<file path="config.mk">
export PLATFORM = sky130hd
export DESIGN_NAME = averaging_voltmeter_seven_segment
export DESIGN_NICKNAME = d
export VERILOG_FILES = /design/src/design/avsv_pkg.sv /design/src/design/avsv_front.sv /design/src/design/avsv_back.sv /design/src/design/avsv_rsp_queue.sv /design/src/design/averaging_voltmeter_seven_segment.sv
export SDC_FILE = /design/constraint.sdc
export NUM_CORES = 1
export LEC_CHECK = 0
export BUFFER_PORTS_ARGS = -buffer_cell sky130_fd_sc_hd__buf_2
export CORE_UTILIZATION = 30
export DETAILED_ROUTE_END_ITERATION = 8
export PLACE_DENSITY = 0.48
export SKIP_CTS_REPAIR_TIMING = 1
export SYNTH_ARGS = -nofsm -noshare
export SYNTH_HDL_FRONTEND = slang
export SYNTH_HIERARCHICAL = 1
export SYNTH_SLANG_ARGS = --single-unit
</file>
<file path="constraint.sdc">
create_clock -name clock -period 8.7 [get_ports clock]
set_input_delay 1.74 -clock clock [delete_from_list [all_inputs] [get_ports clock]]
set_output_delay 1.74 -clock clock [all_outputs]
set_load 0.01 [all_outputs]
</file>
<file path="src/design/avsv_pkg.sv">
// Shared types, constants and helper functions of the averaging voltmeter.
// Used by every module of the block; depends on nothing else.
package avsv_pkg;

   // Averaging block length
   localparam int SAMPLES_PER_AVERAGE = 10;

   // Field widths
   localparam int CODE_W    = 10;
   localparam int SUM_W     = 14;
   localparam int TALLY_W   = $clog2(SAMPLES_PER_AVERAGE + 1);
   localparam int THR_W     = 10;
   localparam int DIGIT_W   = 4;
   localparam int SEG_W     = 8;
   localparam int SEL_W     = 3;
   localparam int SHOWN_W   = 10;
   localparam int PHASE_W   = 2;

   // Configuration port
   localparam int CSR_INDEX_W = 2;
   localparam int CSR_DATA_W  = 16;
   localparam logic [CSR_INDEX_W-1:0] CSR_RELAY_OFF_ABOVE = 2'd0;
   localparam logic [CSR_INDEX_W-1:0] CSR_RELAY_ON_BELOW  = 2'd1;
   localparam logic [THR_W-1:0] RELAY_OFF_ABOVE_RESET = 10'd921;
   localparam logic [THR_W-1:0] RELAY_ON_BELOW_RESET  = 10'd820;

   // Operation codes
   localparam logic OP_SAMPLE = 1'b0;
   localparam logic OP_TICK   = 1'b1;

   // Average: sum / SAMPLES_PER_AVERAGE by reciprocal multiply
   localparam int DIV_SHIFT = 20;
   localparam int RECIP_W   = DIV_SHIFT + 1;
   localparam int DIV_RECIP = ((1 << DIV_SHIFT) + SAMPLES_PER_AVERAGE - 1) / SAMPLES_PER_AVERAGE;

   // Range selection and scaling
   localparam int LOW_FACTOR   = 50;
   localparam int LOW_PROD_W   = SUM_W + 6;
   localparam int LOW_LIMIT    = 10240;
   localparam int SCALE_W      = 12;
   localparam int SCALE_SHIFT  = 9;
   localparam int SCALE_LOW    = 2500;
   localparam int SCALE_HIGH   = 250;
   localparam int VAL_W        = SUM_W + SCALE_W - SCALE_SHIFT;

   // Decimal split: val / 100 and rem / 10 by reciprocal multiply
   localparam int HUND_SHIFT = 24;
   localparam int HUND_W     = 18;
   localparam int HUND_RECIP = ((1 << HUND_SHIFT) + 99) / 100;
   localparam int QUOT_W     = VAL_W - 6;
   localparam int REM_W      = 7;
   localparam int TENS_SHIFT = 10;
   localparam int TENS_RECIP = 103;

   // Digit selects, active low
   localparam logic [SEL_W-1:0] SEL_OFF   = 3'b111;
   localparam logic [SEL_W-1:0] SEL_HUND  = 3'b110;
   localparam logic [SEL_W-1:0] SEL_TENS  = 3'b101;
   localparam logic [SEL_W-1:0] SEL_UNITS = 3'b011;
   localparam logic [SEG_W-1:0] SEG_POINT = 8'h80;

   // Queue depths
   localparam int JOB_DEPTH = 4;
   localparam int JOB_PTR_W = $clog2(JOB_DEPTH);
   localparam int JOB_CNT_W = $clog2(JOB_DEPTH + 1);
   localparam int RSP_DEPTH = 2;
   localparam int RSP_PTR_W = $clog2(RSP_DEPTH);
   localparam int RSP_CNT_W = $clog2(RSP_DEPTH + 1);

   typedef struct packed {
      logic              operation;
      logic [CODE_W-1:0] sample_code;
   } req_type;

   typedef struct packed {
      logic [SEG_W-1:0]   segments;
      logic [SEL_W-1:0]   digit_enable_n;
      logic               relay;
      logic [SHOWN_W-1:0] shown_value;
   } rsp_type;

   // Classified item between front and back
   typedef struct packed {
      logic              is_tick;
      logic [CODE_W-1:0] code;
   } job_type;

   typedef struct packed {
      logic [THR_W-1:0] off_above;
      logic [THR_W-1:0] on_below;
   } thr_type;

   // Seven-segment pattern of a decimal digit, blank above nine
   function automatic logic [SEG_W-1:0] glyph(input logic [DIGIT_W-1:0] d);
      logic [SEG_W-1:0] p;
      case (d)
         4'd0:    p = 8'h3F;
         4'd1:    p = 8'h06;
         4'd2:    p = 8'h5B;
         4'd3:    p = 8'h4F;
         4'd4:    p = 8'h66;
         4'd5:    p = 8'h6D;
         4'd6:    p = 8'h7D;
         4'd7:    p = 8'h07;
         4'd8:    p = 8'h7F;
         4'd9:    p = 8'h6F;
         default: p = '0;
      endcase
      return p;
   endfunction

endpackage

</file>
<file path="src/design/avsv_front.sv">
// Front end of the voltmeter: accepts request transactions, classifies them
// and holds them in a short job queue. Depends on avsv_pkg.
module avsv_front (
   input  logic              clock,
   input  logic              reset,
   input  logic              req_push,
   output logic              req_full,
   input  avsv_pkg::req_type req_data,
   output logic              job_valid,
   output avsv_pkg::job_type job,
   input  logic              job_take
);
   import avsv_pkg::*;

   job_type              job_mem_ff [JOB_DEPTH];
   logic [JOB_PTR_W-1:0] wr_ptr_ff, wr_ptr_in;
   logic [JOB_PTR_W-1:0] rd_ptr_ff, rd_ptr_in;
   logic [JOB_CNT_W-1:0] count_ff, count_in;
   logic                 push_ok;
   logic                 pop_ok;
   job_type              new_job;

   // Classify the incoming transaction
   always_comb begin
      new_job.is_tick = (req_data.operation == OP_TICK);
      new_job.code    = req_data.sample_code;
   end

   assign req_full  = (count_ff == JOB_CNT_W'(JOB_DEPTH));
   assign job_valid = (count_ff != '0);
   assign job       = job_mem_ff[rd_ptr_ff];
   assign push_ok   = req_push && !req_full;
   assign pop_ok    = job_take && job_valid;

   // Advance pointers and occupancy
   always_comb begin
      wr_ptr_in = push_ok ? wr_ptr_ff + JOB_PTR_W'(1) : wr_ptr_ff;
      rd_ptr_in = pop_ok ? rd_ptr_ff + JOB_PTR_W'(1) : rd_ptr_ff;
      count_in  = count_ff;
      if (push_ok && !pop_ok) begin
         count_in = count_ff + JOB_CNT_W'(1);
      end else if (pop_ok && !push_ok) begin
         count_in = count_ff - JOB_CNT_W'(1);
      end
   end

   always_ff @(posedge clock) begin
      if (reset) begin
         wr_ptr_ff <= '0;
         rd_ptr_ff <= '0;
         count_ff  <= '0;
      end else begin
         wr_ptr_ff <= wr_ptr_in;
         rd_ptr_ff <= rd_ptr_in;
         count_ff  <= count_in;
      end
   end

   // Store the classified job
   always_ff @(posedge clock) begin
      if (push_ok) begin
         job_mem_ff[wr_ptr_ff] <= new_job;
      end
   end

endmodule

</file>
<file path="src/design/avsv_back.sv">
// Back end of the voltmeter: accumulates samples, averages, scales, splits
// into digits, runs the relay hysteresis and the display scan. Uses avsv_pkg.
module avsv_back (
   input  logic              clock,
   input  logic              reset,
   input  logic              job_valid,
   input  avsv_pkg::job_type job,
   output logic              job_take,
   input  avsv_pkg::thr_type thr,
   input  logic              out_room,
   output logic              rsp_push,
   output avsv_pkg::rsp_type rsp_item
);
   import avsv_pkg::*;

   // Sequencer steps
   localparam logic [1:0] STEP_IDLE   = 2'd0;
   localparam logic [1:0] STEP_SCALE  = 2'd1;
   localparam logic [1:0] STEP_SPLIT  = 2'd2;
   localparam logic [1:0] STEP_DIGITS = 2'd3;

   // Scan phases
   localparam logic [PHASE_W-1:0] PH_START = 2'd0;
   localparam logic [PHASE_W-1:0] PH_HUND  = 2'd1;
   localparam logic [PHASE_W-1:0] PH_TENS  = 2'd2;
   localparam logic [PHASE_W-1:0] PH_UNITS = 2'd3;

   logic [1:0]           step_ff, step_in;
   logic [SUM_W-1:0]     sum_ff, sum_in;
   logic [TALLY_W-1:0]   tally_ff, tally_in;
   logic [DIGIT_W-1:0]   hund_ff, hund_in;
   logic [DIGIT_W-1:0]   tens_ff, tens_in;
   logic [DIGIT_W-1:0]   units_ff, units_in;
   logic                 low_ff, low_in;
   logic                 relay_ff, relay_in;
   logic [PHASE_W-1:0]   phase_ff, phase_in;
   logic [SEG_W-1:0]     seg_ff, seg_in;
   logic [SEL_W-1:0]     sel_ff, sel_in;
   logic [SUM_W-1:0]     avg_ff, avg_in;
   logic [VAL_W-1:0]     val_ff, val_in;
   logic [REM_W-1:0]     rem_ff, rem_in;

   logic [SUM_W-1:0]            sum_add;
   logic [TALLY_W-1:0]          tally_add;
   logic [SUM_W+RECIP_W-1:0]    div_prod;
   logic [LOW_PROD_W-1:0]       low_prod;
   logic                        low_now;
   logic [SCALE_W-1:0]          scale_k;
   logic [SUM_W+SCALE_W-1:0]    scale_prod;
   logic [VAL_W+HUND_W-1:0]     hund_prod;
   logic [QUOT_W-1:0]           quot;
   logic [QUOT_W+REM_W-1:0]     quot_x100;
   logic [REM_W+REM_W-1:0]      tens_prod;
   logic [DIGIT_W-1:0]          tens_now;
   logic [REM_W-1:0]            tens_x10;
   logic [SHOWN_W:0]            shown_sum;

   // Arithmetic of each step, one or two multiplies apiece
   always_comb begin
      sum_add    = sum_ff + SUM_W'(job.code);
      tally_add  = tally_ff + TALLY_W'(1);
      div_prod   = (SUM_W+RECIP_W)'(sum_add) * (SUM_W+RECIP_W)'(DIV_RECIP);
      low_prod   = LOW_PROD_W'(avg_ff) * LOW_PROD_W'(LOW_FACTOR);
      low_now    = (low_prod < LOW_PROD_W'(LOW_LIMIT));
      scale_k    = low_now ? SCALE_W'(SCALE_LOW) : SCALE_W'(SCALE_HIGH);
      scale_prod = (SUM_W+SCALE_W)'(avg_ff) * (SUM_W+SCALE_W)'(scale_k);
      hund_prod  = (VAL_W+HUND_W)'(val_ff) * (VAL_W+HUND_W)'(HUND_RECIP);
      quot       = hund_prod[HUND_SHIFT +: QUOT_W];
      quot_x100  = (QUOT_W+REM_W)'(quot) * (QUOT_W+REM_W)'(100);
      tens_prod  = (2*REM_W)'(rem_ff) * (2*REM_W)'(TENS_RECIP);
      tens_now   = tens_prod[TENS_SHIFT +: DIGIT_W];
      tens_x10   = REM_W'(tens_now) * REM_W'(10);
   end

   // Sequencer: take jobs, run the averaging steps, emit one result per job
   always_comb begin
      step_in  = step_ff;
      sum_in   = sum_ff;
      tally_in = tally_ff;
      hund_in  = hund_ff;
      tens_in  = tens_ff;
      units_in = units_ff;
      low_in   = low_ff;
      relay_in = relay_ff;
      phase_in = phase_ff;
      seg_in   = seg_ff;
      sel_in   = sel_ff;
      avg_in   = avg_ff;
      val_in   = val_ff;
      rem_in   = rem_ff;
      job_take = 1'b0;
      rsp_push = 1'b0;
      unique case (step_ff)
         STEP_IDLE: begin
            if (job_valid && out_room) begin
               job_take = 1'b1;
               if (job.is_tick) begin
                  rsp_push = 1'b1;
                  unique case (phase_ff)
                     PH_START, PH_UNITS: begin
                        phase_in = PH_HUND;
                        sel_in   = SEL_HUND;
                        seg_in   = glyph(hund_ff) | (low_ff ? SEG_POINT : '0);
                     end
                     PH_HUND: begin
                        phase_in = PH_TENS;
                        sel_in   = SEL_TENS;
                        seg_in   = glyph(tens_ff) | (low_ff ? '0 : SEG_POINT);
                     end
                     PH_TENS: begin
                        phase_in = PH_UNITS;
                        sel_in   = SEL_UNITS;
                        seg_in   = glyph(units_ff);
                     end
                     default: begin
                        phase_in = PH_HUND;
                     end
                  endcase
               end else if (tally_add >= TALLY_W'(SAMPLES_PER_AVERAGE)) begin
                  // Block complete: form the average, clear the accumulator
                  avg_in   = div_prod[DIV_SHIFT +: SUM_W];
                  sum_in   = '0;
                  tally_in = '0;
                  step_in  = STEP_SCALE;
               end else begin
                  rsp_push = 1'b1;
                  sum_in   = sum_add;
                  tally_in = tally_add;
               end
            end
         end
         STEP_SCALE: begin
            // Clear first, then set, so set wins on overlapping thresholds
            if (avg_ff > SUM_W'(thr.off_above)) begin
               relay_in = 1'b0;
            end
            if (avg_ff < SUM_W'(thr.on_below)) begin
               relay_in = 1'b1;
            end
            low_in  = low_now;
            val_in  = scale_prod[SCALE_SHIFT +: VAL_W];
            step_in = STEP_SPLIT;
         end
         STEP_SPLIT: begin
            hund_in = quot[DIGIT_W-1:0];
            rem_in  = REM_W'(VAL_W'(val_ff) - VAL_W'(quot_x100));
            step_in = STEP_DIGITS;
         end
         STEP_DIGITS: begin
            tens_in  = tens_now;
            units_in = DIGIT_W'(rem_ff - tens_x10);
            rsp_push = 1'b1;
            step_in  = STEP_IDLE;
         end
         default: begin
            step_in = STEP_IDLE;
         end
      endcase
   end

   // Result from the updated state
   always_comb begin
      shown_sum = (SHOWN_W+1)'(hund_in) * (SHOWN_W+1)'(100)
                + (SHOWN_W+1)'(tens_in) * (SHOWN_W+1)'(10)
                + (SHOWN_W+1)'(units_in);
      rsp_item.segments       = seg_in;
      rsp_item.digit_enable_n = sel_in;
      rsp_item.relay          = relay_in;
      rsp_item.shown_value    = shown_sum[SHOWN_W-1:0];
   end

   always_ff @(posedge clock) begin
      if (reset) begin
         step_ff  <= STEP_IDLE;
         sum_ff   <= '0;
         tally_ff <= '0;
         hund_ff  <= '0;
         tens_ff  <= '0;
         units_ff <= '0;
         low_ff   <= 1'b1;
         relay_ff <= 1'b0;
         phase_ff <= PH_START;
         seg_ff   <= '0;
         sel_ff   <= SEL_OFF;
      end else begin
         step_ff  <= step_in;
         sum_ff   <= sum_in;
         tally_ff <= tally_in;
         hund_ff  <= hund_in;
         tens_ff  <= tens_in;
         units_ff <= units_in;
         low_ff   <= low_in;
         relay_ff <= relay_in;
         phase_ff <= phase_in;
         seg_ff   <= seg_in;
         sel_ff   <= sel_in;
      end
   end

   // Intermediate values of the averaging steps
   always_ff @(posedge clock) begin
      avg_ff <= avg_in;
      val_ff <= val_in;
      rem_ff <= rem_in;
   end

endmodule

</file>
<file path="src/design/avsv_rsp_queue.sv">
// Result queue of the voltmeter: registers finished results until the
// receiver pops them. Depends on avsv_pkg.
module avsv_rsp_queue (
   input  logic              clock,
   input  logic              reset,
   input  logic              rsp_push,
   input  avsv_pkg::rsp_type rsp_item,
   output logic              out_room,
   output logic              rsp_empty,
   input  logic              rsp_pop,
   output avsv_pkg::rsp_type rsp_data
);
   import avsv_pkg::*;

   rsp_type              entry_ff [RSP_DEPTH];
   logic [RSP_PTR_W-1:0] wr_ptr_ff, wr_ptr_in;
   logic [RSP_PTR_W-1:0] rd_ptr_ff, rd_ptr_in;
   logic [RSP_CNT_W-1:0] count_ff, count_in;
   logic                 pop_ok;

   assign out_room  = (count_ff != RSP_CNT_W'(RSP_DEPTH));
   assign rsp_empty = (count_ff == '0);
   assign rsp_data  = entry_ff[rd_ptr_ff];
   assign pop_ok    = rsp_pop && !rsp_empty;

   // Advance pointers and occupancy
   always_comb begin
      wr_ptr_in = rsp_push ? wr_ptr_ff + RSP_PTR_W'(1) : wr_ptr_ff;
      rd_ptr_in = pop_ok ? rd_ptr_ff + RSP_PTR_W'(1) : rd_ptr_ff;
      count_in  = count_ff;
      if (rsp_push && !pop_ok) begin
         count_in = count_ff + RSP_CNT_W'(1);
      end else if (pop_ok && !rsp_push) begin
         count_in = count_ff - RSP_CNT_W'(1);
      end
   end

   always_ff @(posedge clock) begin
      if (reset) begin
         wr_ptr_ff <= '0;
         rd_ptr_ff <= '0;
         count_ff  <= '0;
      end else begin
         wr_ptr_ff <= wr_ptr_in;
         rd_ptr_ff <= rd_ptr_in;
         count_ff  <= count_in;
      end
   end

   // Hold the result
   always_ff @(posedge clock) begin
      if (rsp_push) begin
         entry_ff[wr_ptr_ff] <= rsp_item;
      end
   end

endmodule

</file>
<file path="src/design/averaging_voltmeter_seven_segment.sv">
// Averaging voltmeter with relay hysteresis and a three-digit multiplexed
// seven-segment display. Top level; uses avsv_pkg, avsv_front, avsv_back
// and avsv_rsp_queue.
//
// - Requests: push a transaction while full is low. Operation 0 adds a
//   converter code; every tenth sample ends a block and updates the shown
//   value, range and relay. Operation 1 advances the digit scan.
// - Results: one per request, in order, on the ports while empty is low and
//   removed with pop: segment and select latches, relay and shown value.
// - Threshold registers: csr_valid/csr_index/csr_data, always ready; write
//   only while nothing is in flight. Data keeps 10 bits, indexes above 1 drop.
// - Path: a request is registered in the job queue and its result in the
//   result queue; a block-ending sample also runs the scale, split and
//   digit steps between them.
// - Throughput: one transaction per cycle while full is low; the four-entry
//   job queue buffers transactions while a block-ending sample holds the back end.
// - A stalled receiver fills the two-entry result queue, the back end stops
//   taking jobs and full rises once the job queue is full.
// - Reset empties both queues, restores the register defaults and sets all
//   digits off with the low range selected.
module averaging_voltmeter_seven_segment (
   input  logic                                 clock,
   input  logic                                 reset,
   input  logic                                 req_push,
   output logic                                 req_full,
   input  avsv_pkg::req_type                    req_data,
   output logic                                 rsp_empty,
   input  logic                                 rsp_pop,
   output avsv_pkg::rsp_type                    rsp_data,
   input  logic                                 csr_valid,
   output logic                                 csr_ready,
   input  logic [avsv_pkg::CSR_INDEX_W-1:0]     csr_index,
   input  logic [avsv_pkg::CSR_DATA_W-1:0]      csr_data
);
   import avsv_pkg::*;

   thr_type thr_ff, thr_in;
   logic    job_valid;
   job_type job;
   logic    job_take;
   logic    out_room;
   logic    rsp_push;
   rsp_type rsp_item;

   assign csr_ready = 1'b1;

   // Decode threshold register writes
   always_comb begin
      thr_in = thr_ff;
      if (csr_valid) begin
         unique case (csr_index)
            CSR_RELAY_OFF_ABOVE: thr_in.off_above = csr_data[THR_W-1:0];
            CSR_RELAY_ON_BELOW:  thr_in.on_below  = csr_data[THR_W-1:0];
            default:             thr_in = thr_ff;
         endcase
      end
   end

   always_ff @(posedge clock) begin
      if (reset) begin
         thr_ff.off_above <= RELAY_OFF_ABOVE_RESET;
         thr_ff.on_below  <= RELAY_ON_BELOW_RESET;
      end else begin
         thr_ff <= thr_in;
      end
   end

   avsv_front u_front (
      .clock     (clock),
      .reset     (reset),
      .req_push  (req_push),
      .req_full  (req_full),
      .req_data  (req_data),
      .job_valid (job_valid),
      .job       (job),
      .job_take  (job_take)
   );

   avsv_back u_back (
      .clock     (clock),
      .reset     (reset),
      .job_valid (job_valid),
      .job       (job),
      .job_take  (job_take),
      .thr       (thr_ff),
      .out_room  (out_room),
      .rsp_push  (rsp_push),
      .rsp_item  (rsp_item)
   );

   avsv_rsp_queue u_rsp_queue (
      .clock     (clock),
      .reset     (reset),
      .rsp_push  (rsp_push),
      .rsp_item  (rsp_item),
      .out_room  (out_room),
      .rsp_empty (rsp_empty),
      .rsp_pop   (rsp_pop),
      .rsp_data  (rsp_data)
   );

   // Never write a result into a full result queue
   a_no_overflow: assert property (@(posedge clock) disable iff (reset)
      rsp_push |-> out_room)
      else $error("result pushed into full queue");

   // The back end only takes a job that is waiting
   a_take_valid: assert property (@(posedge clock) disable iff (reset)
      job_take |-> job_valid)
      else $error("job taken from empty queue");

   // Reset leaves no result waiting
   a_reset_empty: assert property (@(posedge clock)
      reset |=> rsp_empty)
      else $error("result queue not empty after reset");

   // At most one digit is ever enabled
   a_one_digit: assert property (@(posedge clock) disable iff (reset)
      !rsp_empty |-> (rsp_data.digit_enable_n == SEL_OFF ||
                      rsp_data.digit_enable_n == SEL_HUND ||
                      rsp_data.digit_enable_n == SEL_TENS ||
                      rsp_data.digit_enable_n == SEL_UNITS))
      else $error("illegal digit select");

endmodule

</file>
* Word-level counts from Yosys, hierarchy flattened
Memories as Yosys holds them, arrays and structs flattened. A register that Yosys moved wholly into a read port is not among the register bits. Cells that the tools add are included. W data, S select, Z words.
Storage, ports and cells: output and inout port bits 25, word-level logic and storage cells 150, ROM bits 336, memories kept 5, register bits after elaboration 110, bits of input ports 34, bits in writable memories 88
Operators by class: add/subtract/negate cells 14, multipliers 9, mux-type cells 53, magnitude comparators 4, bitwise logic cells 3, equality and inequality tests 12, reductions and logical operators 28
Memories:
- (no name shown) | words 16, bits a word 7, rd ports 1, clocked after Yosys merged registers in 1, wr ports 0, line avsv_pkg.sv:96 | case (d)
- (no name shown) | words 16, bits a word 7, rd ports 1, clocked after Yosys merged registers in 1, wr ports 0, line avsv_pkg.sv:96
- (no name shown) | words 16, bits a word 7, rd ports 1, clocked after Yosys merged registers in 1, wr ports 0, line avsv_pkg.sv:96
- u_front.job_mem_ff | words 4, bits a word 11, rd ports 1, clocked after Yosys merged registers in 1, wr ports 1, line avsv_front.sv:15 | job_type job_mem_ff [JOB_DEPTH];
- u_rsp_queue.entry_ff | words 2, bits a word 22, rd ports 1, clocked after Yosys merged registers in 1, wr ports 1, line avsv_rsp_queue.sv:15 | rsp_type entry_ff [RSP_DEPTH];
Operators by type and width (number):
- $mux W8 | 13
- $mul A14 B18 Y32 const B | 1
- $mul A14 B16 Y30 const B | 1
- $mux W4 | 7
- $pmux W8 S3 | 1
- $mul A11 B12 Y23 | 1
- $lt A20 B14 Y1 const B | 1
- $mul A11 B5 Y16 const B | 1
- $or A8 B8 Y8 | 2
- $mux W3 | 5
- $add A14 B10 Y14 | 1
- $mul A7 B7 Y14 const B | 1
- $mux W1 | 14
- $mux W14 | 1
- $mux W2 | 7
- $mux W12 | 1
- $gt A11 B10 Y1 | 1
- $lt A11 B10 Y1 | 1
- $mul A11 B5 Y5 const B | 1
- $add A10 B4 Y10 | 1
- $add A10 B8 Y10 | 1
- $pmux W3 S3 | 1
- $reduce_and A3 Y1 | 3
- $eq A2 B2 Y1 const B | 4
- 28 further kinds | 52

* Longest topological paths before layout
Gate-level depths: netlist (run 1).
word-level depth 11, depth in mapped cells 34, mapped depth without buffers 33

* Modules after synthesis
The synthesis (run 1) kept the hierarchy.
Modules (own cells, without submodules):
- avsv_back | area an instance 17506.8 um^2, cells an instance 1782, seq. area each 2322.2 um^2, times used 1
- avsv_front | area an instance 2057.0 um^2, cells an instance 105, seq. area each 1501.4 um^2, times used 1
- avsv_rsp_queue | area an instance 1785.5 um^2, cells an instance 90, seq. area each 1421.4 um^2, times used 1
- averaging_voltmeter_seven_segment | area an instance 865.8 um^2, cells an instance 86, seq. area each 400.4 um^2, times used 1

* Worst setup path after synthesis (run 1)
No wires, ideal clock.
path kind reg-to-reg, start point register u_back.avg_ff[2], end point register u_back.val_ff[13] (data pin), cell stages (with the launch flop) 33, path buffers 1, setup time 0.266 ns, path slack 0.494 ns, required time 8.434 ns, period minus slack after synthesis 8.206 ns, data arrival time 7.940 ns, cell sequence edfxtp_1 > ha_1 > ha_1 > fa_1 > ha_1 > o21a_1 > o2bb2ai_1 > o21ai_1 > a2111oi_0 > a21oi_1 > or2_2 > o211ai_1 > clkbuf_1 > nand2_1 > fa_1 > inv_1 > ha_1 > inv_1 > fa_1 > inv_1 > fa_1 > inv_1 > fa_1 > inv_1 > ha_1 > o21ai_0 > nand2b_1 > o311ai_0 > o211a_1 > o31ai_1 > nor4_1 > nor3_1 > xor2_1
Between the ends: longest elaborated chain between the ends 4
RTL lines:
- start, declared | line avsv_back.sv:39 | logic [SUM_W-1:0] avg_ff, avg_in;
- start signal, assigned | line avsv_back.sv:202 | avg_ff <= avg_in;
- $mul A11 B5 Y16 | line avsv_back.sv:63 | low_prod = LOW_PROD_W'(avg_ff) * LOW_PROD_W'(LOW_FACTOR);
- $lt A20 B14 Y1 | line avsv_back.sv:64 | low_now = (low_prod < LOW_PROD_W'(LOW_LIMIT));
- $mux W12 | line avsv_back.sv:65 | scale_k = low_now ? SCALE_W'(SCALE_LOW) : SCALE_W'(SCALE_HIGH);
- $mul A11 B12 Y23 (*) | line avsv_back.sv:66 | scale_prod = (SUM_W+SCALE_W)'(avg_ff) * (SUM_W+SCALE_W)'(scale_k);
- net u_back.scale_prod[22] | line avsv_back.sv:49 | logic [SUM_W+SCALE_W-1:0] scale_prod;
- end signal, assigned | line avsv_back.sv:203 | val_ff <= val_in;
- end, declared | line avsv_back.sv:40 | logic [VAL_W-1:0] val_ff, val_in;
Mark *: on every way through the listed nets, which the timed path passes. The rest lies on a longest branch. A chain may end at the register's enable or synchronous reset.

* Final worst setup path (run 1)
start point register u_back.avg_ff[3], end point register u_back.val_ff[13] (data pin)
Same word-level chain as after synthesis.

==> out/summary.log, run 1 <==
INFO  floorplan      core_region_area=0.0731mm^2
INFO  sta            fin_setup_tns=0ns
INFO  yosys          synthesis.area_per_instance=10.8um^2
INFO  placed_design  hpwl=38300um
INFO  clock_network  tritoncts.num_buffers=27
INFO  worst_setup_path cp_num_buf_inv=10
INFO  clock_network  clk_latency=0.55ns
INFO  final_layout   finalNetCount=2855
INFO  sta            clock_skew=0.00823ns
INFO  global_routing grt_overflow=0
INFO  floorplan      placement_rows=99
INFO  yosys          asr_flop_ratio_synth=0%
INFO  yosys          synthesis.instances=2063
INFO  sta            post-route-min-period=8.31ns
INFO  worst_setup_path worst_path_largest_cell_delay=0.53ns
INFO  run_status     failing_checks=DRC
INFO  yosys          synth_area=0.0222mm^2
INFO  floorplan      die_h=274um
INFO  worst_setup_path crit_family=adder cells
INFO  hold_path      worst_hold_path_type=flip-flop to flip-flop
INFO  drt            via_per_inst=4.53
INFO  yosys          synth.largest_area_cell=sky130_fd_sc_hd__ha_1
INFO  yosys          synth_top_cell_area_share=24.5%
INFO  yosys          synth.yosys.seq_area_share=25.4%
INFO  drt            route.vias.total=14254
INFO  drt            drt_drc_violations_left=6
INFO  sta            timing_worst_slew_pin_value=1.14ns
INFO  sta            setup_violations=0
INFO  sta            slew_headroom=23.7%
INFO  sta            final.setup.worst_slack=0.393ns
INFO  clock_network  cts.reportedPaths.clkPinSlew=0.06ns
INFO  drt            first_pass_iters=8
INFO  clock_network  cts.htree.levels=1
INFO  worst_setup_path worstSetupStartpointType=flip-flop
INFO  yosys          count_of_flip_flops_with_a_built_in_enable_after_synthesis=120
INFO  floorplan      initial_core_util=30.4%
INFO  global_routing grt_antenna_before_repair=1
INFO  yosys          yosys-top-cells-area=sky130_fd_sc_hd__ha_1 25%, sky130_fd_sc_hd__fa_1 19%, sky130_fd_sc_hd__edfxtp_1 16%, sky130_fd_sc_hd__dfxtp_1 9.2%, sky130_fd_sc_hd__inv_1 6.8%
INFO  worst_setup_path critPathRequiredTime=8.98ns
INFO  worst_setup_path slowest_stage=sky130_fd_sc_hd__fa_1
INFO  sta            report.final.hold_viol_count=0
INFO  floorplan      boundaryPins=59
INFO  yosys          synth_cell_type_count=81
INFO  global_routing first_global_vias=14936
INFO  final_layout   insertedDiodeCount=0
INFO  clock_network  cts_sinks=222
INFO  drt            wl=46000um
INFO  sta            max_clock_freq=120MHz
INFO  drt            drt_first_iter_violations=580
INFO  clock_network  cts_tree=yes
INFO  floorplan      die_width=274um
INFO  yosys          ys.flop_type=sky130_fd_sc_hd__edfxtp_1
INFO  global_routing track_usage=12.5%
INFO  sta            final_max_slew_viol_count=0
INFO  final_layout   fill_cells=7427
INFO  sta            worst_hold_slack=0.459ns
INFO  clock_network  cts-root-buf=sky130_fd_sc_hd__clkbuf_16
INFO  global_routing global_route_wire_length_before_repair=76600um
INFO  yosys          ys_seq_elements=222
INFO  worst_setup_path worstPathArrival=8.59ns
INFO  run_status     run_status=finished, violations left
INFO  flow_run       timing.max_cap.violations=0
INFO  floorplan      area_of_the_die=0.0751mm^2
INFO  yosys          synth-warning-count=6
INFO  placed_design  gp_routability_congestion=0.833
INFO  global_routing grt_start_max_net_pins=89
INFO  clock_network  clockBufferDepth=3
INFO  placed_design  portBuffers=51
INFO  final_layout   finish.utilization=34.0%
INFO  worst_setup_path setup.worst_path.class=flip-flop to flip-flop
INFO  drt            route.antenna.remaining_nets=0
INFO  drt            route.detailed.wl_per_inst=14.6um
INFO  placed_design  preCtsSetupSlack=-0.0665ns
INFO  worst_setup_path critical_path_peak_fanout=5
INFO  sta            min_period_over_period=95.5%
INFO  worst_setup_path crit_top_cell=sky130_fd_sc_hd__inv_1
INFO  final_layout   post_route_cells_drive_above_1_share=10.3%
INFO  worst_setup_path endpoint_kind_of_the_worst_setup_timing_path=flip-flop
INFO  final_layout   synth_to_layout_area_growth=11.9%
-- worst paths after layout --
path	slack (ns)	to	cells past startpoint	start
worst max-delay path	0.39	u_back/val_ff[13]	35	u_back/avg_ff[3]
worst min-delay path	0.46	u_back/sum_ff[9]	2	u_back/sum_ff[9]
worst max register to register	0.39	u_back/val_ff[13]	35	u_back/avg_ff[3]
worst min register to register	0.46	u_back/sum_ff[9]	2	u_back/sum_ff[9]
-- through the flow --
step                instance area (um^2)  std cells
global route                       24900       3150
floorplan                          22200       2065
global placement                   23900       3090
CTS                                24700       3140
finish                             24900       3150
detailed placement                 23900       3090
-- final cells by class --
type / count / area, um^2 / area share (%)
clock buffer: 38 / 747 / 3.00
clock inverter: 12 / 108 / 0.433
inverter: 406 / 1520 / 6.13
multi-input combinational: 1399 / 14900 / 59.9
sequential: 222 / 5650 / 22.7
tap: 959 / 1200 / 4.83
timing repair buffer: 114 / 734 / 2.95
-- cell families after synthesis --
family	count (synthesis)	share of synthesized area, %
adder cells (fa/ha/maj)	651	44.0
buffers and inverters	444	7.79
AND/OR/NAND/NOR	335	7.64
AO/OA/AOI/OAI	254	7.87
flip-flops	222	25.4
XOR/XNOR	81	3.23
multiplexers	73	4.04
other	3	0.0507
-- cell usage in the layout, fill, tap and decap left out, types with 31 or more instances in the layout --
cell / n
sky130_fd_sc_hd__xnor2_1: 53
sky130_fd_sc_hd__fa_1: 216
sky130_fd_sc_hd__and2_1: 32
sky130_fd_sc_hd__inv_1: 404
sky130_fd_sc_hd__nand2b_1: 31
sky130_fd_sc_hd__o21ai_0: 44
sky130_fd_sc_hd__dfxtp_1: 101
sky130_fd_sc_hd__mux2i_1: 38
sky130_fd_sc_hd__nand2_1: 53
sky130_fd_sc_hd__ha_1: 435
sky130_fd_sc_hd__edfxtp_1: 120
sky130_fd_sc_hd__nor2_1: 106
sky130_fd_sc_hd__buf_2: 50
sky130_fd_sc_hd__a21oi_1: 73
sky130_fd_sc_hd__buf_4: 63
-- layer usage --
metal | vias up | track usage (%) | part of all wire, %
met1 | 6966 | 17.7 | 49
met2 | 123 | 20.9 | 47
met5 | - | 0 | 0
li1 | 7131 | - | -
met4 | 0 | 1.71 | 1.1
met3 | 34 | 1.50 | 2.7
-- synth_stat cells (4+ instances only) --
library cell	count
sky130_fd_sc_hd__ha_1	435
sky130_fd_sc_hd__inv_1	404
sky130_fd_sc_hd__nand4_1	9
sky130_fd_sc_hd__edfxtp_1	120
sky130_fd_sc_hd__a22oi_1	9
sky130_fd_sc_hd__a31oi_1	4
sky130_fd_sc_hd__a21oi_1	75
sky130_fd_sc_hd__buf_6	5
sky130_fd_sc_hd__nor4_1	7
sky130_fd_sc_hd__a311oi_1	4
sky130_fd_sc_hd__mux2_2	24
sky130_fd_sc_hd__buf_2	6
sky130_fd_sc_hd__nor3_1	17
sky130_fd_sc_hd__buf_1	4
sky130_fd_sc_hd__and3_1	6
sky130_fd_sc_hd__nand2b_1	31
sky130_fd_sc_hd__dfxtp_1	102
sky130_fd_sc_hd__o21ai_0	45
sky130_fd_sc_hd__nand2_1	53
sky130_fd_sc_hd__nor2b_1	12
sky130_fd_sc_hd__nor2_1	106
sky130_fd_sc_hd__a211oi_1	6
sky130_fd_sc_hd__nand3_1	20
sky130_fd_sc_hd__clkbuf_1	18
sky130_fd_sc_hd__a21o_1	25
sky130_fd_sc_hd__mux4_2	11
sky130_fd_sc_hd__o31ai_1	5
sky130_fd_sc_hd__xor2_1	27
sky130_fd_sc_hd__or2_2	11
sky130_fd_sc_hd__a222oi_1	6
sky130_fd_sc_hd__and2_1	32
sky130_fd_sc_hd__o21bai_1	14
sky130_fd_sc_hd__mux2i_1	38
sky130_fd_sc_hd__a22o_1	4
sky130_fd_sc_hd__fa_1	216
sky130_fd_sc_hd__o211ai_1	4
sky130_fd_sc_hd__o21a_1	10
sky130_fd_sc_hd__xnor2_1	53
sky130_fd_sc_hd__or3_1	13
sky130_fd_sc_hd__buf_4	5
-- worst min-delay path: cells and delay by family (launching register included) --
| family | cells | cell delay (ns) |
|---|---|---|
| flops | 1 | 0.31 |
| simple gates | 1 | 0.05 |
| compound gates | 1 | 0.05 |
Power of run 1 is left out: the tool's default activity adds up to more than one toggle a clock period on the data nets, which glitch-free logic cannot reach.
==> run 2, diff against run 1 <==
--- a/config.mk
+++ b/config.mk
@@ -8,7 +8,7 @@
 export BUFFER_PORTS_ARGS = -buffer_cell sky130_fd_sc_hd__buf_2
 export CORE_UTILIZATION = 30
 export DETAILED_ROUTE_END_ITERATION = 8
-export PLACE_DENSITY = 0.48
+export PLACE_DENSITY = 0.46
 export SKIP_CTS_REPAIR_TIMING = 1
 export SYNTH_ARGS = -nofsm -noshare
 export SYNTH_HDL_FRONTEND = slang
==> constraint.sdc (replaced) <==
create_clock -name clock -period 8.2 [get_ports clock]
set_input_delay 1.64 -clock clock [delete_from_list [all_inputs] [get_ports clock]]
set_output_delay 1.64 -clock clock [all_outputs]
set_load 0.01 [all_outputs]
==> out/summary.log, run 2 (same netlist as run 1, synthesis figures left out) <==
INFO  drt            drt_drc_violations_left=4 [was 6]
INFO  clock_network  tritoncts.num_buffers=27 [unchanged]
INFO  global_routing global_route_wire_length_before_repair=78600um [was 76600 um]
INFO  sta            slew_headroom=26.3% [was 23.7%]
INFO  hold_path      worst_hold_path_type=flip-flop to flip-flop [unchanged]
INFO  final_layout   finalNetCount=2921 [was 2855]
INFO  floorplan      core_region_area=0.0731mm^2 [unchanged]
INFO  clock_network  cts_sinks=222 [unchanged]
INFO  clock_network  cts.htree.levels=1 [unchanged]
INFO  global_routing grt_overflow=0 [unchanged]
INFO  worst_setup_path worstPathArrival=8.17ns [was 8.59 ns]
INFO  placed_design  hpwl=39400um [was 38300 um]
INFO  global_routing grt_antenna_before_repair=0 [was 1]
INFO  sta            post-route-min-period=7.88ns [was 8.31 ns]
INFO  drt            route.detailed.wl_per_inst=14.8um [was 14.6 um]
INFO  sta            final.setup.worst_slack=0.323ns [was 0.393 ns]
INFO  drt            wl=47500um [was 46000 um]
INFO  worst_setup_path timing.rr.start=u_back/avg_ff[4] [was u_back/avg_ff[3]]
INFO  worst_setup_path worst-r2r-cell-count=31 [was 35]
INFO  floorplan      area_of_the_die=0.0751mm^2 [unchanged]
INFO  flow_run       timing.max_cap.violations=0 [unchanged]
INFO  sta            report.final.hold_viol_count=0 [unchanged]
INFO  sta            timing_worst_slew_pin_value=1.11ns [was 1.14 ns]
INFO  final_layout   synth_to_layout_area_growth=16.2% [was 11.9%]
INFO  global_routing first_global_vias=15081 [was 14936]
INFO  clock_network  clockBufferDepth=3 [unchanged]
INFO  clock_network  cts_tree=yes [unchanged]
INFO  sta            final_max_slew_viol_count=0 [unchanged]
INFO  final_layout   most_common_cell_after_layout_fill_and_taps_aside=sky130_fd_sc_hd__ha_1 [unchanged]
INFO  drt            route.vias.total=14307 [was 14254]
INFO  floorplan      initial_core_util=30.4% [unchanged]
INFO  global_routing grt_start_max_net_pins=75 [was 89]
INFO  worst_setup_path slowest_stage=sky130_fd_sc_hd__fa_2 [was sky130_fd_sc_hd__fa_1]
INFO  worst_setup_path timing.rr.end=u_back/val_ff[13] [unchanged]
INFO  worst_setup_path critPathRequiredTime=8.49ns [was 8.98 ns]
INFO  floorplan      die_h=274um [unchanged]
INFO  final_layout   layout.cells.most_common_list=425 x sky130_fd_sc_hd__ha_1, 397 x sky130_fd_sc_hd__inv_1, 211 x sky130_fd_sc_hd__fa_1 [was 435 x sky130_fd_sc_hd__ha_1, 404 x sky130_fd_sc_hd__inv_1, 216 x sky130_fd_sc_hd__fa_1]
INFO  final_layout   insertedDiodeCount=0 [unchanged]
INFO  drt            first_pass_iters=7 [was 8]
INFO  run_status     run_status=finished, violations left [unchanged]
INFO  placed_design  preCtsSetupSlack=-0.297ns [was -0.0665 ns]
INFO  worst_setup_path worstSetupStartpointType=flip-flop [unchanged]
INFO  clock_network  clk_latency=0.55ns [about the same]
INFO  clock_network  cts.reportedPaths.clkPinSlew=0.07ns [was 0.06 ns]
INFO  floorplan      placement_rows=99 [unchanged]
INFO  sta            max_clock_freq=127MHz [was 120 MHz]
INFO  worst_setup_path critPathLaunch=u_back/avg_ff[4] [was u_back/avg_ff[3]]
INFO  worst_setup_path critical_path_peak_fanout=13 [was 5]
INFO  floorplan      die_width=274um [unchanged]
INFO  placed_design  gp_routability_congestion=0.846 [was 0.833]
INFO  sta            min_period_over_period=96.1% [was 95.5%]
INFO  worst_setup_path worstSetupEndpoint=u_back/val_ff[13] [unchanged]
INFO  placed_design  portBuffers=51 [unchanged]
INFO  global_routing track_usage=13.0% [was 12.5%]
INFO  sta            clock_skew=0.0164ns [was 0.00823 ns]
INFO  worst_setup_path endpoint_kind_of_the_worst_setup_timing_path=flip-flop [unchanged]
INFO  drt            route.antenna.remaining_nets=0 [unchanged]
INFO  sta            setup_violations=0 [unchanged]
INFO  run_status     failing_checks=DRC [unchanged]
INFO  worst_setup_path setup.worst_path.class=flip-flop to flip-flop [unchanged]
INFO  drt            via_per_inst=4.45 [was 4.53]
INFO  floorplan      boundaryPins=59 [unchanged]
INFO  final_layout   post_route_cells_drive_above_1_share=15.6% [was 10.3%]
INFO  worst_setup_path worst_path_largest_cell_delay=0.54ns [was 0.53 ns]
INFO  clock_network  cts-root-buf=sky130_fd_sc_hd__clkbuf_16 [unchanged]
INFO  worst_setup_path reg2reg_setup_slack=0.32ns [was 0.39 ns]
INFO  drt            drt_first_iter_violations=597 [was 580]
INFO  worst_setup_path crit_top_cell=sky130_fd_sc_hd__ha_1 [was sky130_fd_sc_hd__inv_1]
-- run 2: changes by cell type in the layout (fill, tap and decap cells not counted), sizes merged --
cell,delta
clkdlybuf4s15,-1
buf,+66
clkinvlp,-1
bufinv,+2
clkbuf,-6
inv,-1
clkinv,+6
-- run 2: worst min path at each step --
stage                                start               end  slack, ns  cells past startpoint
after floorplan           u_back/sum_ff[2]  u_back/sum_ff[2]       0.44                      2
after global placement    u_back/sum_ff[9]  u_back/sum_ff[9]       0.45                      2
after detailed placement  u_back/sum_ff[9]  u_back/sum_ff[9]       0.45                      2
after CTS                 u_back/sum_ff[9]  u_back/sum_ff[9]       0.46                      2
after global routing            thr_ff[16]        thr_ff[16]       0.49                      2
final                     u_back/sum_ff[9]  u_back/sum_ff[9]       0.46                      2
-- run 2: area by class of cell --
| class | count | area [um^2] |
|---|---|---|
| Fill cell | 7354 | 47300 |
| Multi-Input combinational cell | 1399 | 15300 |
| Clock buffer | 31 | 701 |
| Inverter | 406 | 1520 |
| Tap cell | 959 | 1200 |
| Timing Repair Buffer | 180 | 1300 |
| Sequential cell | 222 | 5650 |
| Clock inverter | 18 | 181 |
-- run 2: per-layer routing --
| layer | global-route usage, % | routed length, um | vias to the layer above |
|---|---|---|---|
| li1 | - | - | 7264 |
| met1 | 18.3 | 23400 | 6895 |
| met2 | 21.6 | 22400 | 111 |
| met3 | 1.44 | 1040 | 37 |
| met4 | 1.96 | 683 | 0 |
| met5 | 0 | 0 | - |
-- run 2: through the flow --
stage                     hold slack (ns)  cell area [um^2]  TNS (ns)  util (%)  instances
after floorplan                     0.436             22200         0         -       2065
after global placement              0.450             24300     -1.44      33.3       3144
after detailed placement            0.452             24300     -1.34      33.3       3144
after CTS                           0.461             25200     -2.05      34.5       3193
after global routing                0.493             25800    -0.104      35.3       3215
final                               0.457             25800         0      35.3       3215
-- run 2: worst max-delay path: cells and delay by family (launching register included) --
kind	cells	cell delay, ns
adder cells (fa/ha/maj)	10	3.92
XOR/XNOR	1	0.14
flip-flops	1	0.41
AND/OR/NAND/NOR	5	0.86
AO/OA/AOI/OAI	7	1.18
multiplexers	1	0.23
buffers and inverters	7	0.89
Power of run 2 is left out for the same reason.
